### src/sv/bbc_pkg.sv
// Types, codes and the keyword matcher shared by the bracket checker modules.
package bbc_pkg;

  // Opener and closer types held on the stack
  typedef logic [1:0] type_t;
  localparam type_t TYPE_PAREN  = 2'd0;
  localparam type_t TYPE_BRACE  = 2'd1;
  localparam type_t TYPE_SQUARE = 2'd2;
  localparam type_t TYPE_BEGIN  = 2'd3;

  // Stack operation codes
  typedef logic [1:0] op_kind_t;
  localparam op_kind_t OP_NONE = 2'd0;
  localparam op_kind_t OP_PUSH = 2'd1;
  localparam op_kind_t OP_POP  = 2'd2;

  // One classified byte, as passed from front to back
  typedef struct packed {
    op_kind_t kind;
    type_t    typ;
    logic     last;
  } op_t;

  // Queue between front and back
  localparam int QUEUE_DEPTH = 2;

  // Keyword match positions
  typedef logic [3:0] pos_t;
  localparam pos_t POS_NONE  = 4'd0;
  localparam pos_t POS_B     = 4'd1;
  localparam pos_t POS_BE    = 4'd2;
  localparam pos_t POS_BEG   = 4'd3;
  localparam pos_t POS_BEGI  = 4'd4;
  localparam pos_t POS_BEGIN = 4'd5;
  localparam pos_t POS_E     = 4'd6;
  localparam pos_t POS_EN    = 4'd7;
  localparam pos_t POS_END   = 4'd8;
  localparam pos_t POS_PLAIN = 4'd9;

  // Characters of interest
  localparam logic [7:0] CH_B      = 8'h62;
  localparam logic [7:0] CH_E      = 8'h65;
  localparam logic [7:0] CH_G      = 8'h67;
  localparam logic [7:0] CH_I      = 8'h69;
  localparam logic [7:0] CH_N      = 8'h6E;
  localparam logic [7:0] CH_D      = 8'h64;
  localparam logic [7:0] CH_LPAREN = 8'h28;
  localparam logic [7:0] CH_RPAREN = 8'h29;
  localparam logic [7:0] CH_LBRACE = 8'h7B;
  localparam logic [7:0] CH_RBRACE = 8'h7D;
  localparam logic [7:0] CH_LSQUARE = 8'h5B;
  localparam logic [7:0] CH_RSQUARE = 8'h5D;
  localparam logic [7:0] CH_SPACE  = 8'h20;
  localparam logic [7:0] CH_TAB    = 8'h09;
  localparam logic [7:0] CH_CR     = 8'h0D;

  // Space, tab, line feed, vertical tab, form feed, carriage return
  function automatic logic is_space(input logic [7:0] c);
    is_space = (c == CH_SPACE) || ((c >= CH_TAB) && (c <= CH_CR));
  endfunction

  // Advance the keyword match by one word byte
  function automatic pos_t next_position(input pos_t pos, input logic [7:0] c);
    pos_t p;
    p = POS_PLAIN;
    case (pos)
      POS_NONE: begin
        if (c == CH_B) p = POS_B;
        else if (c == CH_E) p = POS_E;
      end
      POS_B:    if (c == CH_E) p = POS_BE;
      POS_BE:   if (c == CH_G) p = POS_BEG;
      POS_BEG:  if (c == CH_I) p = POS_BEGI;
      POS_BEGI: if (c == CH_N) p = POS_BEGIN;
      POS_E:    if (c == CH_N) p = POS_EN;
      POS_EN:   if (c == CH_D) p = POS_END;
      default:  p = POS_PLAIN;
    endcase
    next_position = p;
  endfunction

endpackage

### src/sv/bbc_back.sv
// Back end: runs stack operations and registers the verdict beat.
module bbc_back #(
  parameter int STACK_DEPTH = 64
) (
  input  logic           clk,
  input  logic           rst,
  input  logic           q_valid,
  input  bbc_pkg::op_t   q_op,
  output logic           deq,
  output logic           verdict_valid,
  input  logic           verdict_ready,
  output logic           balanced,
  output logic           stack_overflow
);
  import bbc_pkg::*;

  localparam int LVL_W  = $clog2(STACK_DEPTH + 1);
  localparam int ADDR_W = $clog2(STACK_DEPTH);

  // Entries below the top; the top itself sits in a register
  type_t             type_mem [STACK_DEPTH];
  type_t             top;
  type_t             top_next;
  type_t             rd_data;
  type_t             byp_data;
  type_t             second;
  logic              byp_valid;
  logic [LVL_W-1:0]  level;
  logic [LVL_W-1:0]  level_next;
  logic              mismatch;
  logic              mismatch_next;
  logic              overflow;
  logic              overflow_next;
  logic              wr_en;
  logic [ADDR_W-1:0] wr_addr;
  logic [ADDR_W-1:0] rd_addr;
  logic              slot_free;

  // Second entry from memory, or the value written in the last cycle
  assign second    = byp_valid ? byp_data : rd_data;
  assign slot_free = !verdict_valid || verdict_ready;
  assign deq       = q_valid && (!q_op.last || slot_free);

  // Work out the stack update for the dequeued operation
  always_comb begin
    level_next    = level;
    top_next      = top;
    mismatch_next = mismatch;
    overflow_next = overflow;
    wr_en         = 1'b0;
    wr_addr       = ADDR_W'(level - LVL_W'(1));
    if (deq) begin
      case (q_op.kind)
        OP_PUSH: begin
          if (level >= LVL_W'(STACK_DEPTH)) begin
            overflow_next = 1'b1;
          end else begin
            wr_en      = (level != '0);
            level_next = level + LVL_W'(1);
            top_next   = q_op.typ;
          end
        end
        OP_POP: begin
          if (level == '0) begin
            mismatch_next = 1'b1;
          end else begin
            if (top != q_op.typ) mismatch_next = 1'b1;
            level_next = level - LVL_W'(1);
            top_next   = second;
          end
        end
        default: begin
        end
      endcase
    end
    rd_addr = (level_next >= LVL_W'(2)) ? ADDR_W'(level_next - LVL_W'(2)) : '0;
  end

  // Write the old top on a push and prefetch the entry below the new top
  always_ff @(posedge clk) begin
    if (wr_en) begin
      type_mem[wr_addr] <= top;
    end
    rd_data  <= type_mem[rd_addr];
    byp_data <= top;
    top      <= top_next;
  end

  // Update level and sticky flags; clear them after the verdict
  always_ff @(posedge clk) begin
    if (rst) begin
      level     <= '0;
      mismatch  <= 1'b0;
      overflow  <= 1'b0;
      byp_valid <= 1'b0;
    end else begin
      byp_valid <= wr_en && (wr_addr == rd_addr);
      if (deq && q_op.last) begin
        level    <= '0;
        mismatch <= 1'b0;
        overflow <= 1'b0;
      end else begin
        level    <= level_next;
        mismatch <= mismatch_next;
        overflow <= overflow_next;
      end
    end
  end

  // Hold the verdict beat until it is taken
  always_ff @(posedge clk) begin
    if (rst) begin
      verdict_valid <= 1'b0;
    end else if (deq && q_op.last) begin
      verdict_valid <= 1'b1;
    end else if (verdict_ready) begin
      verdict_valid <= 1'b0;
    end
  end

  always_ff @(posedge clk) begin
    if (deq && q_op.last) begin
      balanced       <= !mismatch_next && !overflow_next && (level_next == '0);
      stack_overflow <= overflow_next;
    end
  end

endmodule

### config.mk
export PLATFORM = sky130hd
export DESIGN_NAME = bbc_back
export DESIGN_NICKNAME = d
export VERILOG_FILES = /design/src/sv/bbc_pkg.sv /design/src/sv/bbc_back.sv
export SDC_FILE = /design/constraint.sdc
export NUM_CORES = 1
export LEC_CHECK = 0
export ABC_AREA = 0
export BUFFER_PORTS_ARGS = -buffer_cell sky130_fd_sc_hd__buf_2
export CAP_MARGIN = 5
export CORE_MARGIN = 2
export CORE_UTILIZATION = 45
export CTS_CLUSTER_SIZE = 24
export DETAILED_ROUTE_END_ITERATION = 16
export SLEW_MARGIN = 20
export SYNTH_ARGS = -nofsm -noshare
export SYNTH_HDL_FRONTEND = slang
export SYNTH_SLANG_ARGS = --single-unit
### constraint.sdc
create_clock -name clk -period 4.5 [get_ports clk]
set_input_delay 0.225 -clock clk [delete_from_list [all_inputs] [get_ports clk]]
set_output_delay 0.225 -clock clk [all_outputs]
set_load 0.03 [all_outputs]
==> flow_summary.toml <==
[worst_setup_path]
cp_max_fo = 14
path_depth = 16
path_class = "flip-flop to flip-flop"
path_buf_inv = 3
critPathTopFamily = "compound AO/OA/AOI/OAI gates"
reg2regPathDepth = 16
cp_slowest_stage_delay_ps = 500
cp_common_cell = "a31oi_1"
endpoint_kind = "flip-flop"
cp_data_required_time_ps = 4810
critical_path.cell_chain = "nor3_1, nand4b_1, a31oi_1, or2_2, inv_2, ha_1, inv_1, a21oi_1, o2111a_1, a31oi_1, buf_4, nand2_1, and3_1, o21ai_0, o22ai_1, a2111oi_2"
crit_slowest_cell = "o21ai_0"
start_kind = "flip-flop"
critPathArrivalTime_ps = 4610

[sta]
finalSetupTns_ps = 0
hold_viol_final = 0
finalCritPeriodShare_pct = 95.5
clock_skew_ps = 7.73
setup_viol = 0
fin_crit_ps = 4300
tightest_slew_ps = 1160
grt_setup_unrepaired = "no"
fin_hold_ws_ps = 36.8
drv_slew = 0
fmax_mhz = 233
slew_headroom_pct = 22.2

[power_and_ir_drop]
leakage_nw = 2.70
netSwitchingFraction_pct = 22.0
p_per_area_nw_per_um2 = 388
cellInternalPower_mw = 2.39
pwr-share-seq_pct = 48.8
switchingPower_mw = 0.675
p_comb_share_pct = 5.5
pwr-share-clk_pct = 45.8
peakVddDrop_v = 0.000331

[clocking]
cts_resized = 0
clockRootBuffer = "clkbuf_16"
clock_latency_ps = 420
cts_buffers = 17
cts_setup_buffers = 0
clk_pin_slew_ps = 60
cts.sinks = 147
hold_buffers = 0
cts.htree.levels = 4
cts_tree = "yes"
clock_path_buffers = 2

[logic_synthesis]
synth_edf_count = 132
synth_most_common_cell = "edfxtp_1"
synth_cell_types = 60
syn-instance-count = 620
synthTopCellsByCount = "132 x edfxtp_1, 95 x nor2_1, 88 x nand2_1, 30 x nand3_1, 27 x o21ai_0"
ys_seq_area_share_pct = 61.3
syn_area_sq_um = 6960
syn-num-nets = 634
synthFlopType = "edfxtp_1"
yosys-top-cells-area = "edfxtp_1 57%, nor2_1 5.1%, nand2_1 4.7%"
avgSynthCellArea_sq_um = 11.2
yosys_warnings = 0
yosys.area.top_type = "edfxtp_1"
synth-seq-cells = 147
synth_top_cell_area_share_pct = 56.9
ys_async_sr_fraction_pct = 0

[grt]
antenna_found_initial = 0
grt_pass1_vias = 5000
grt_remaining_overflow = 0
grt_use_total_pct = 23.3
grt_max_degree = 67
grt_pass1_wl_mm = 28.2

[layout]
area_delta_synth_final_pct = 13.4
fin_cells = 846
drive_gt1_share_pct = 14.7
antennaDiodeCount = 0
fin_nets = 659
finalCoreUtilization_pct = 52.1
fin_area_sq_um = 7890
fillers = 1319

[die]
io_pins = 13
start_util_pct = 46.0
die-height_um = 128
coreArea_sq_um = 15100
rows = 45
die_area_sq_um = 16500
die_x_um = 128

[run]
max-cap-violations = 0

[route]
routed_via_density = 6.00
wirelength_mm = 18.3
ant_nets = 0
drc = 0
wl_per_cell_um = 21.7
vias = 5072
firstDrtPassIters = 5
drtIter0Drc = 467

[status]
status = "completed"

[placement]
gp_congestion = 0.898
placed_area_sq_um = 7300
io_buffers = 12
dp_hpwl_mm = 12.1
dp.cells = 814

[hold_path]
min_delay_path_depth = 2
hold_path.class = "input port to flip-flop"
-- layout make-up --
type | instances | area [sq um] | share of cell area, %
Inverter | 14 | 52.6 | 0.666
Timing Repair Buffer | 34 | 229 | 2.90
Tap cell | 188 | 235 | 2.98
Multi-Input combinational cell | 431 | 2530 | 32.0
Sequential cell | 147 | 4260 | 54.0
Clock inverter | 12 | 130 | 1.65
Clock buffer | 20 | 457 | 5.79
-- sequential cells by signal, summed over array words and instances (netlist names), 2 cells and up --
register	cells
byp_data	2
level	7
rd_data	2
top	2
type_mem	128
-- power groups by stage --
stage / clock, mW / sequential (mW) / combinational, mW
2_1_floorplan: 0 / 1.53 / 0.0969
3_3_place_gp: 0 / 1.52 / 0.165
3_5_place_dp: 0 / 1.52 / 0.166
4_1_cts: 1.41 / 1.49 / 0.166
5_1_grt: 1.47 / 1.49 / 0.182
6_report: 1.40 / 1.49 / 0.167
-- cells in the final DEF (no fill, tap or decap), types with 4 or more instances in the layout --
cell,instances
buf_2,12
xnor2_1,11
nand2_1,88
mux2i_1,8
and3_1,10
a21oi_1,14
nand4_1,4
mux2_2,17
ha_1,5
a311oi_1,4
nor3_1,10
a31oi_1,21
clkbuf_16,17
nor2b_1,9
buf_4,21
nor2_1,95
dfxtp_1,15
and2_1,6
edfxtp_1,132
o211ai_1,9
inv_1,13
nand3_1,30
clkinv_2,4
o21ai_0,27
-- stage by stage --
| stage | setup slack [ps] | power [mW] |
|---|---|---|
| 2_1_floorplan | 399 | 1.63 |
| 3_3_place_gp | 274 | 1.69 |
| 3_5_place_dp | 233 | 1.69 |
| 4_1_cts | 207 | 3.07 |
| 5_1_grt | 10.2 | 3.14 |
| 6_report | 200 | 3.06 |
-- worst reg2reg max path, delay by kind of cell (launching register included) --
family                   cells  cell delay, ps
AO/OA/AOI/OAI                7            2030
buffers and inverters        3             370
adder cells (fa/ha/maj)      1             180
flip-flops                   1             470
AND/OR/NAND/NOR              5            1150
-- routing by layer --
metal / wire [um] / vias to the layer above / global-route usage (%)
met5: 0 / - / 0
met4: 412 / 0 / 8.79
met3: 1020 / 27 / 5.24
met2: 8610 / 164 / 37.2
met1: 8300 / 2518 / 31.4
li1: - / 2363 / -
-- path summary, 6_finish.rpt --
path | start | end | slack [ps]
setup / recovery | level[2] | rd_data[1] | 200
hold / removal | rst | verdict_valid | 40
setup reg to reg | level[2] | rd_data[1] | 200
hold reg to reg | mismatch | mismatch | 490
-- cells by family (layout without fill, tap and decap cells) --
| logic type | count (synthesis) | count (layout) | synth area share (%) |
|---|---|---|---|
| adders and majority gates | 5 | 5 | 0.899 |
| buffers and inverters | 42 | 80 | 2.75 |
| DFF | 147 | 147 | 61.3 |
| AOI/OAI and AO/OA | 114 | 114 | 11.6 |
| xor gates and xnor gates | 13 | 13 | 1.64 |
| and+or+nand+nor | 273 | 273 | 17.6 |
| muxes | 26 | 26 | 4.22 |
Note: power is estimated with default switching activity, not from simulation.
